==> config.mk <==
export PLATFORM = sky130hd
export DESIGN_NAME = sparse_pattern_coeff_adjust
export DESIGN_NICKNAME = d
export VERILOG_FILES = /design/src/sv/spca_pkg.sv /design/src/sv/sparse_pattern_coeff_adjust.sv
export VERILOG_INCLUDE_DIRS = /design/src /design/src/sv
export SDC_FILE = /design/constraint.sdc
export NUM_CORES = 1
export LEC_CHECK = 0
export ABC_AREA = 0
export BUFFER_PORTS_ARGS = -buffer_cell sky130_fd_sc_hd__clkbuf_2
export CORE_AREA = 10 10 126 128
export CTS_BUF_LIST = sky130_fd_sc_hd__clkbuf_8
export DETAILED_ROUTE_END_ITERATION = 8
export DIE_AREA = 0 0 136 138
export GPL_ROUTABILITY_DRIVEN = 0
export GPL_TIMING_DRIVEN = 0
export PLACE_DENSITY = 0.78
export SLEW_MARGIN = 40
export SYNTH_ARGS = -nofsm -noshare
export SYNTH_HDL_FRONTEND = slang
export SYNTH_SLANG_ARGS = --single-unit
==> constraint.sdc <==
create_clock -name clock -period 8.2 [get_ports clock]
set_input_delay 1.23 -clock clock [delete_from_list [all_inputs] [get_ports clock]]
set_output_delay 1.23 -clock clock [all_outputs]
set_load 0.01 [all_outputs]
==> src/sv/assert_macros.svh <==
// Assertion macros for the RTL top level.
// No dependencies; expects signals named clock and reset in the including scope.
`ifndef ASSERT_MACROS_SVH
`define ASSERT_MACROS_SVH

// Combinational invariant, checked on every rising clock edge outside reset.
`define ASSERT_ALWAYS(label, expr, msg) \
   label: assert property (@(posedge clock) disable iff (reset) (expr)) \
      else $error(msg);

// Antecedent in one cycle implies consequent in the next.
`define ASSERT_NEXT(label, ante, cons, msg) \
   label: assert property (@(posedge clock) disable iff (reset) \
      (!reset && (ante)) |=> (cons)) else $error(msg);

`endif

==> src/sv/spca_pkg.sv <==
// Types and constants for the sparse pattern coefficient adjuster.
// No dependencies.
package spca_pkg;

   localparam int FUNC_W    = 2;
   localparam int PATTERN_W = 2;
   localparam int COEFF_W   = 16;
   localparam int USED_W    = 11;
   localparam int SCORE_W   = 12;
   localparam int MAG_W     = COEFF_W + 1;

   localparam int MAX_COEFFS_DEFAULT = 1024;

   localparam logic [MAG_W-1:0]   MAG_MAX       = MAG_W'(32767);
   localparam logic [SCORE_W-1:0] SCORE_STEP    = SCORE_W'(2);
   localparam logic [SCORE_W-1:0] SCORE_BIAS    = SCORE_W'(5);
   localparam logic [SCORE_W-1:0] SCORE_ACC_MAX = SCORE_W'(4090);

   typedef enum logic [FUNC_W-1:0] {
      FUNC_ADD   = 2'd0,
      FUNC_SUB   = 2'd1,
      FUNC_SCORE = 2'd2,
      FUNC_PASS  = 2'd3
   } func_type;

endpackage

==> src/sv/sparse_pattern_coeff_adjust.sv <==
// Top level of the sparse pattern coefficient adjuster: one-stage datapath with
// running block counters. Depends on spca_pkg and assert_macros.svh.
//
//   channel | direction | ports                                          | handshake
//   --------+-----------+------------------------------------------------+----------
//   req     | in        | func, pattern_val, coeff_in, block_end         | valid/ready
//   rsp     | out       | coeff_out, used_count, match_score, result_last | valid/ready
//
// The adjust logic sits between the req ports and the rsp register, so a result
// appears the cycle after its req transfer.
// Throughput is one item per cycle; req_ready is low only while a result is held
// in the rsp register and rsp_ready is low.
// Reset (synchronous, active high) clears the block counters and rsp_valid.
// Counters (position, last used index, score) clear after an item with block_end.
module sparse_pattern_coeff_adjust #(
   parameter int MAX_COEFFS = spca_pkg::MAX_COEFFS_DEFAULT
) (
   input  logic                                clock,
   input  logic                                reset,
   input  logic                                req_valid,
   output logic                                req_ready,
   input  logic [spca_pkg::FUNC_W-1:0]         req_func,
   input  logic signed [spca_pkg::PATTERN_W-1:0] req_pattern_val,
   input  logic signed [spca_pkg::COEFF_W-1:0] req_coeff_in,
   input  logic                                req_block_end,
   output logic                                rsp_valid,
   input  logic                                rsp_ready,
   output logic signed [spca_pkg::COEFF_W-1:0] rsp_coeff_out,
   output logic [spca_pkg::USED_W-1:0]         rsp_used_count,
   output logic [spca_pkg::SCORE_W-1:0]        rsp_match_score,
   output logic                                rsp_result_last
);
   import spca_pkg::*;

   // position never exceeds MAX_COEFFS-1
   localparam int POS_W = (MAX_COEFFS > 1) ? $clog2(MAX_COEFFS) : 1;
   localparam logic [POS_W-1:0] POS_LAST = POS_W'(MAX_COEFFS - 1);

   // block counters
   logic [POS_W-1:0]   position_ff,  position_in;
   logic [USED_W-1:0]  last_used_ff, last_used_in;
   logic [SCORE_W-1:0] score_acc_ff, score_acc_in;

   // result register
   logic                      rsp_valid_ff, rsp_valid_in;
   logic signed [COEFF_W-1:0] coeff_out_ff, coeff_out_in;
   logic [USED_W-1:0]         used_count_ff, used_count_in;
   logic [SCORE_W-1:0]        match_score_ff, match_score_in;
   logic                      result_last_ff, result_last_in;

   logic req_xfer;

   func_type              func;
   logic                  pat_nonzero;
   logic                  coeff_neg;
   logic [MAG_W-1:0]      mag;
   logic                  mag_zero;
   logic [MAG_W-1:0]      mag_up;     // magnitude plus one, saturated
   logic [MAG_W-1:0]      mag_dn;     // magnitude minus one
   logic [MAG_W-1:0]      mag_sel;
   logic signed [COEFF_W-1:0] res;
   logic [POS_W:0]        pos_inc;
   logic [SCORE_W:0]      score_sum;

   // rsp register frees up when empty or drained this cycle
   assign req_ready = !rsp_valid_ff || rsp_ready;
   assign req_xfer  = req_valid && req_ready;

   assign func        = func_type'(req_func);
   assign pat_nonzero = (req_pattern_val != '0);
   assign coeff_neg   = req_coeff_in[COEFF_W-1];
   // -32768 yields magnitude 32768, which both add and subtract fold to 32767
   assign mag = coeff_neg ? (MAG_W'(0) - {req_coeff_in[COEFF_W-1], req_coeff_in})
                          : {1'b0, req_coeff_in};
   assign mag_zero = (mag == '0);
   assign mag_up   = (mag >= MAG_MAX) ? MAG_MAX : (mag + MAG_W'(1));
   assign mag_dn   = mag - MAG_W'(1);
   assign mag_sel  = (func == FUNC_ADD) ? mag_up : mag_dn;
   assign pos_inc  = {1'b0, position_ff} + (POS_W+1)'(1);
   assign score_sum = {1'b0, score_acc_ff} + {1'b0, SCORE_STEP};

   always_comb begin
      res          = req_coeff_in;
      last_used_in = last_used_ff;
      score_acc_in = score_acc_ff;
      case (func)
         FUNC_ADD: begin
            if (pat_nonzero) begin
               if (mag_zero) begin
                  // zero coefficient takes the pattern's sign
                  res = req_pattern_val[PATTERN_W-1] ? -COEFF_W'(1) : COEFF_W'(1);
               end else begin
                  res = coeff_neg ? -mag_sel[COEFF_W-1:0] : mag_sel[COEFF_W-1:0];
               end
            end
         end
         FUNC_SUB: begin
            if (pat_nonzero && !mag_zero) begin
               res = coeff_neg ? -mag_sel[COEFF_W-1:0] : mag_sel[COEFF_W-1:0];
            end
            if (res != '0) begin
               last_used_in = USED_W'(pos_inc);
            end
         end
         FUNC_SCORE: begin
            if (pat_nonzero && (mag == MAG_W'(1))) begin
               score_acc_in = (score_sum > {1'b0, SCORE_ACC_MAX}) ?
                              SCORE_ACC_MAX : score_sum[SCORE_W-1:0];
            end
         end
         default: begin
            // pass-through: only position advances
         end
      endcase
   end

   always_comb begin
      coeff_out_in   = res;
      used_count_in  = last_used_in;
      match_score_in = score_acc_in + SCORE_BIAS;
      result_last_in = req_block_end;
      position_in    = (position_ff < POS_LAST) ? pos_inc[POS_W-1:0] : position_ff;
      rsp_valid_in   = req_xfer || (rsp_valid_ff && !rsp_ready);
   end

   always_ff @(posedge clock) begin
      if (reset) begin
         position_ff  <= '0;
         last_used_ff <= '0;
         score_acc_ff <= '0;
         rsp_valid_ff <= 1'b0;
      end else begin
         rsp_valid_ff <= rsp_valid_in;
         if (req_xfer) begin
            if (req_block_end) begin
               position_ff  <= '0;
               last_used_ff <= '0;
               score_acc_ff <= '0;
            end else begin
               position_ff  <= position_in;
               last_used_ff <= last_used_in;
               score_acc_ff <= score_acc_in;
            end
         end
      end
   end

   always_ff @(posedge clock) begin
      if (req_xfer) begin
         coeff_out_ff   <= coeff_out_in;
         used_count_ff  <= used_count_in;
         match_score_ff <= match_score_in;
         result_last_ff <= result_last_in;
      end
   end

   assign rsp_valid       = rsp_valid_ff;
   assign rsp_coeff_out   = coeff_out_ff;
   assign rsp_used_count  = used_count_ff;
   assign rsp_match_score = match_score_ff;
   assign rsp_result_last = result_last_ff;

   // terms for the checks below
   logic block_end_xfer;
   logic counters_zero;
   logic keep_used;
   assign block_end_xfer = req_xfer && req_block_end;
   assign counters_zero  = (position_ff == '0) && (last_used_ff == '0) && (score_acc_ff == '0);
   assign keep_used      = req_xfer && !req_block_end && (req_func != FUNC_SUB);

`include "assert_macros.svh"

   // a block end transfer leaves every counter cleared
   `ASSERT_NEXT(a_block_end_clears, block_end_xfer, counters_zero, "counters not cleared")

   // only subtract moves the last used index within a block
   `ASSERT_NEXT(a_used_only_sub, keep_used, $stable(last_used_ff), "used index moved")

   // the running score always carries its bias
   `ASSERT_ALWAYS(a_score_bias, !rsp_valid_ff || (match_score_ff >= SCORE_BIAS), "score below bias")

   // position stays inside the block range
   `ASSERT_ALWAYS(a_pos_range, position_ff <= POS_LAST, "position beyond last index")

endmodule

======== After elaboration in Yosys (flattened, before gate mapping) ========
Cells that the tools add are included.
storage, ports and cells
  flip-flop bits (word level) ............. 74
  input port bits ......................... 25
  output and inout port bits .............. 42
cells by class
  add/subtract/negate cells ............... 7
  $lt $le $gt $ge ......................... 3
  equality and inequality tests ........... 3
  mux-type cells .......................... 19
  reductions and logical operators ........ 15
operators by type and width
  operator                                                                               number
  16-bit two-way mux                                                                     8
  12-bit two-way mux                                                                     4
  11-bit two-way mux                                                                     3
  16-bit case mux with 2 select lines                                                    1
  10-bit two-way mux                                                                     2
  17-bit by 1-bit equality test with 1-bit output, second input constant                 1
  17-bit by 15-bit greater-or-equal comparator with 1-bit output, second input constant  1
  17-bit zero test                                                                       1
  17-bit two-way mux                                                                     1
  1-bit by 16-bit subtractor with 17-bit output, first input constant                    1
  16-bit by 1-bit adder with 16-bit output, second input constant                        1
  16-bit negation                                                                        1
  16-bit nonzero test                                                                    1
  16-bit by 1-bit subtractor with 16-bit output, second input constant                   1
  12-bit by 2-bit adder with 13-bit output, second input constant                        1
  13-bit by 12-bit > comparator with 1-bit output, second input constant                 1
  12-bit by 3-bit adder with 12-bit output, second input constant                        1
  10-bit by 1-bit adder with 11-bit output, second input constant                        1
  10-bit less-than comparator, second input constant                                     1
  1-bit logical AND                                                                      4
  2-bit nonzero test                                                                     2
  1-bit zero test                                                                        3
  2-bit by 1-bit equality test with 1-bit output, second input constant                  1
  2-bit equality test, second input constant                                             1
  3 further kinds                                                                        4

======== Logic depth before layout (Yosys ltp) ========
  depth in word-level cells ............... 13
  gate-level depth with buffers ........... 31

======== Least setup slack after synthesis ========
Ideal clock, no wire load.
  path kind ............................... input -> register
  from .................................... input port req_coeff_in[0] (netlist bit)
  to ...................................... register used_count_ff[10], in the netlist rsp_used_count[10], data pin
  library setup time ...................... 0.260 ns
  arrival ................................. 6.388 ns
  slack ................................... 1.552 ns
  stages .................................. 30
  buffers on the path ..................... 8
  path through ............................ buf_2 -> buf_2 -> inv_1 -> ha_1 -> buf_2 -> nor2b_1 -> buf_2 -> a311o_1 -> and2_1 -> buf_2 -> or3_1 -> clkbuf_1 -> o31ai_1 -> and2_1 -> clkbuf_1 -> inv_1 -> nand2_1 -> inv_1 -> ha_1 -> nor2_1 -> o21ai_0 -> o32ai_1 -> a31o_2 -> nand4_1 -> a22oi_1 -> nand4b_1 -> o41a_1 -> or2_1 -> buf_6 -> mux2_4
between the ends
  cells in the longest elaborated chain, start to end .. 12
  elaborated cells on any way between the ends .. 17
  classes of those cells .................. add/sub (4); order compare (1); mux (8); reduce/logical (4)
ends and longest elaborated chain
  what                                                                                                                               line                                text
  from (decl)                                                                                                                        sparse_pattern_coeff_adjust.sv:24   input logic signed [spca_pkg::COEFF_W-1:0] req_coeff_in,
  1-bit by 16-bit subtractor with 17-bit output                                                                                      sparse_pattern_coeff_adjust.sv:73   assign mag = coeff_neg ? (MAG_W'(0) - {req_coeff_in[COEFF_W-1], req_coeff_in})
  17-bit two-way mux                                                                                                                 sparse_pattern_coeff_adjust.sv:73
  16-bit by 1-bit adder with 16-bit output / 17-bit by 15-bit greater-or-equal comparator with 1-bit output (equally long branches)  sparse_pattern_coeff_adjust.sv:76   assign mag_up = (mag >= MAG_MAX) ? MAG_MAX : (mag + MAG_W'(1));
  16-bit two-way mux                                                                                                                 sparse_pattern_coeff_adjust.sv:76
  16-bit two-way mux                                                                                                                 sparse_pattern_coeff_adjust.sv:78   assign mag_sel = (func == FUNC_ADD) ? mag_up : mag_dn;
  16-bit negation                                                                                                                    sparse_pattern_coeff_adjust.sv:99   res = coeff_neg ? -mag_sel[COEFF_W-1:0] : mag_sel[COEFF_W-1:0];
  16-bit two-way mux                                                                                                                 sparse_pattern_coeff_adjust.sv:99
  16-bit two-way mux *                                                                                                               sparse_pattern_coeff_adjust.sv:98   if (pat_nonzero && !mag_zero) begin
  16-bit two-way mux *                                                                                                               sparse_pattern_coeff_adjust.sv:86   case (func)
  16-bit nonzero test *                                                                                                              sparse_pattern_coeff_adjust.sv:101  if (res != '0) begin
  11-bit two-way mux *                                                                                                               sparse_pattern_coeff_adjust.sv:101
  11-bit two-way mux *                                                                                                               sparse_pattern_coeff_adjust.sv:86
  named net last_used_in[10]                                                                                                         sparse_pattern_coeff_adjust.sv:41   logic [USED_W-1:0] last_used_ff, last_used_in;
  to (signal assigned)                                                                                                               sparse_pattern_coeff_adjust.sv:151  used_count_ff <= used_count_in;
  to (decl)                                                                                                                          sparse_pattern_coeff_adjust.sv:47   logic [USED_W-1:0] used_count_ff, used_count_in;
Mark *: on every way through the listed nets, which the timed path passes. The rest lies on a longest branch. The select of a mux whose other input is x is not followed.
A chain may end at the register's enable or synchronous reset.

======== Final worst setup path ========
  from .................................... input port req_coeff_in[0] (netlist bit)
  to ...................................... register used_count_ff[9], in the netlist rsp_used_count[9], data pin
Same word-level chain as after synthesis.

==> flow_metrics.env <==
export IMPL_antenna_found_initial=0
export IMPL_synthTopCellsByCount="nor2_1, nand2_1, a21oi_1"
export IMPL_power_per_cell_area_mw_per_mm2=129.7
export IMPL_ys_ff_latch=74
export IMPL_io_pins=67
export IMPL_setup_tns_ns=0
export IMPL_synth_area_mm2=0.006545
export IMPL_synth_area_per_cell_um2=8.021
export IMPL_timing_final_crit_share=0.9166
export IMPL_ant_nets=0
export IMPL_period_needed_ns=7.516
export IMPL_clk_pin_slew_ns=0.07
export IMPL_relSlewSlack=0.4750
export IMPL_synth_area_leader_cell="edfxtp_1"
export IMPL_required_ns=8.30
export IMPL_yosysSeqAreaShare=0.2875
export IMPL_whs_path_depth=2
export IMPL_crit_fanout=10
export IMPL_maxCapViolCount=0
export IMPL_coreArea_mm2=0.01350
export IMPL_holdBufCountCts=0
export IMPL_cts_tree="done"
export IMPL_areaGrowthSynthToFinish_pct=10.90
export IMPL_startpoint_type="input pin"
export IMPL_htreeDepth=3
export IMPL_setup_viol=0
export IMPL_synth_xor_area_frac=0.07475
export IMPL_clk_latency_ns=0.35
export IMPL_place_hpwl_um=14580
export IMPL_cp_slowest_cell="o41a_1"
export IMPL_muxShareOfSynthArea=0.03403
export IMPL_clockRootBuffer="clkbuf_8"
export IMPL_drt_total_wl_um=19220
export IMPL_grt_pass1_vias=6418
export IMPL_synth_adder_area_share=0.01912
export IMPL_diodes=0
export IMPL_grt_first_pass_wirelength_um=31350
export IMPL_num_nets_final=920
export IMPL_p_int_w=0.0006228
export IMPL_clkPwrFrac=0.280
export IMPL_fp_dieW_um=136
export IMPL_pwr_share_seq=0.437
export IMPL_crit_arrival_ns=7.62
export IMPL_synth_top_family_by_area="simple AND/OR/NAND/NOR gates"
export IMPL_yosys_warnings=0
export IMPL_synth_compound_area_share=0.2644
export IMPL_port_buffers=58
export IMPL_wl_per_cell_um=17.96
export IMPL_cts_made_buffers=9
export IMPL_synth_top_cell_area_share=0.1835
export IMPL_worst_r2r_endpoint="rsp_match_score[10]$_DFFE_PP_"
export IMPL_path_class="in -> reg"
export IMPL_vias=6916
export IMPL_dr_pass1_iters=8
export IMPL_hold_end="last_used_ff[8]$_SDFFE_PP0P_"
export IMPL_power_frac_comb=0.283
export IMPL_worst_ir_drop_vdd_v=0.00006505
export IMPL_leakage_nw=2.591
export IMPL_max_stage_delay_ns=0.42
export IMPL_r2r_cells=14
export IMPL_synthCells=816
export IMPL_skew_ns=0.01186
export IMPL_post_cts_buffers=0
export IMPL_worst_pin_slew_ns=0.7818
export IMPL_hold_viol=0
export IMPL_p_sw_frac=0.3382
export IMPL_grt_max_degree=46
export IMPL_p_sw_w=0.0003183
export IMPL_r2r_start="score_acc_ff[4]$_SDFFE_PP0P_"
export IMPL_crit_path_end_kind="flip-flop"
export IMPL_vias_per_cell=6.464
export IMPL_p_total_w=0.0009411
export IMPL_drcViolationCount=1
export IMPL_rsz0062_at_grt="no"
export IMPL_slew_viol_final=0
export IMPL_synth_nets=851
export IMPL_cts_max_path_buffers=2
export IMPL_synthFlopType="edfxtp_1"
export IMPL_dieArea_mm2=0.01877
export IMPL_drt_iter0_drc=890
export IMPL_gr_total_overflow=0
export IMPL_synthSimpleGateAreaFrac=0.2705
export IMPL_cts_resized=0
export IMPL_globalRouteTotalUtil=0.1970
export IMPL_drive_above_1_share=0.1483
export IMPL_path_common_cell="buf_2"
export IMPL_maxClockFrequency_mhz=133.1
export IMPL_hold_path_class="reg -> reg"
export IMPL_core_rowCount=43
export IMPL_synthArstFlopShare=0
export IMPL_synth_edf_count=40
export IMPL_ff2ff_setup_slack_ns=4.34
export IMPL_die_h_um=138
export IMPL_synthTopCellsByArea="edfxtp_1, dfxtp_1, nor2_1"
export IMPL_violations="DRC"
export IMPL_yosysUniqueCellTypes=81
export IMPL_hp_start="last_used_ff[8]$_SDFFE_PP0P_"
export IMPL_start_util=0.4847
export IMPL_synth_most_common_cell="nor2_1"
export IMPL_clkSinkCount=74
export IMPL_timing_hold_ws_ns=0.5194
export IMPL_status="complete, but fails checks"
## registers in the layout, indices dropped and copies added, names as in the netlist
signal	flops
last_used_ff	11
position_ff	10
rsp_coeff_out	16
rsp_match_score	12
rsp_result_last	1
rsp_used_count	11
rsp_valid	1
score_acc_ff	12
## layout by cell type (no fill, tap or decap), types with 30 or more instances in the layout
master    synthesis  final
xnor2_1          30     30
o21ai_0          45     45
nand3_1          34     34
clkbuf_1         38     38
nand2_1          58     58
clkbuf_2          0     58
dfxtp_1          34     34
nor2_1           89     89
a21oi_1          48     48
edfxtp_1         40     40
## power groups by stage
stage                     logic, W  clock network [W]  registers [W]
after global routing      0.000288           0.000287       0.000413
after detailed placement  0.000258                  0       0.000420
after CTS                 0.000259           0.000270       0.000411
final                     0.000266           0.000264       0.000411
after floorplan           0.000176                  0       0.000427
after global placement    0.000255                  0       0.000420
## per-stage QoR
step / cells / cell area [um^2] / util / setup WS (ns)
floorplan: 816 / 6545 / - / 1.552
global placement: 1054 / 7061 / 0.5228 / 0.4982
detailed placement: 1054 / 7063 / 0.5230 / 0.5064
CTS: 1070 / 7252 / 0.5370 / 0.8503
global route: 1070 / 7258 / 0.5375 / 0.3392
finish: 1070 / 7258 / 0.5375 / 0.6841
## cell families (layout without fill, tap and decap cells)
group	after synthesis	after routing
AO/OA/AOI/OAI	243	243
XOR/XNOR	55	55
adder cells (fa/ha/maj)	10	10
buffers and inverters	77	151
flip-flops	74	74
multiplexers	17	17
AND/OR/NAND/NOR	340	340
## critical path: cells and delay by family
| family | cells | cell delay, ns |
|---|---|---|
| buffers and inverters | 12 | 2.16 |
| and+or+nand+nor | 9 | 1.74 |
| muxes | 1 | 0.31 |
| AOI/OAI and AO/OA | 7 | 1.76 |
| adders and majority gates | 2 | 0.43 |
## how the worst max path moves through the flow
stage	from	endpoint	slack, ns	cells after the start
5_1_grt	req_coeff_in[0]	rsp_used_count[6]$_DFFE_PP_	0.34	29
2_1_floorplan	req_coeff_in[0]	rsp_used_count[10]$_DFFE_PP_	1.55	30
4_1_cts	req_coeff_in[0]	rsp_used_count[9]$_DFFE_PP_	0.85	31
3_5_place_dp	req_coeff_in[0]	rsp_used_count[9]$_DFFE_PP_	0.51	31
6_report	req_coeff_in[0]	rsp_used_count[9]$_DFFE_PP_	0.68	31
3_3_place_gp	req_coeff_in[0]	rsp_used_count[9]$_DFFE_PP_	0.50	31
## area by class of cell
cell class / instances / area, um^2
well taps: 180 / 225.2
clock buffers: 11 / 151.4
multi-input cells: 665 / 4344
repair buffers: 58 / 290.3
fillers: 1258 / 6246
plain buffers: 60 / 261.5
clock inverters: 5 / 37.54
flip-flops and latches: 74 / 1882
inverters: 17 / 66.31
## per-layer routing
metal | share of wire | global-route usage
met1 | 0.41 | 0.2467
met2 | 0.46 | 0.3091
met3 | 0.085 | 0.02935
met4 | 0.050 | 0.1228
met5 | 0 | 0
(Power assumes the default switching activity.)
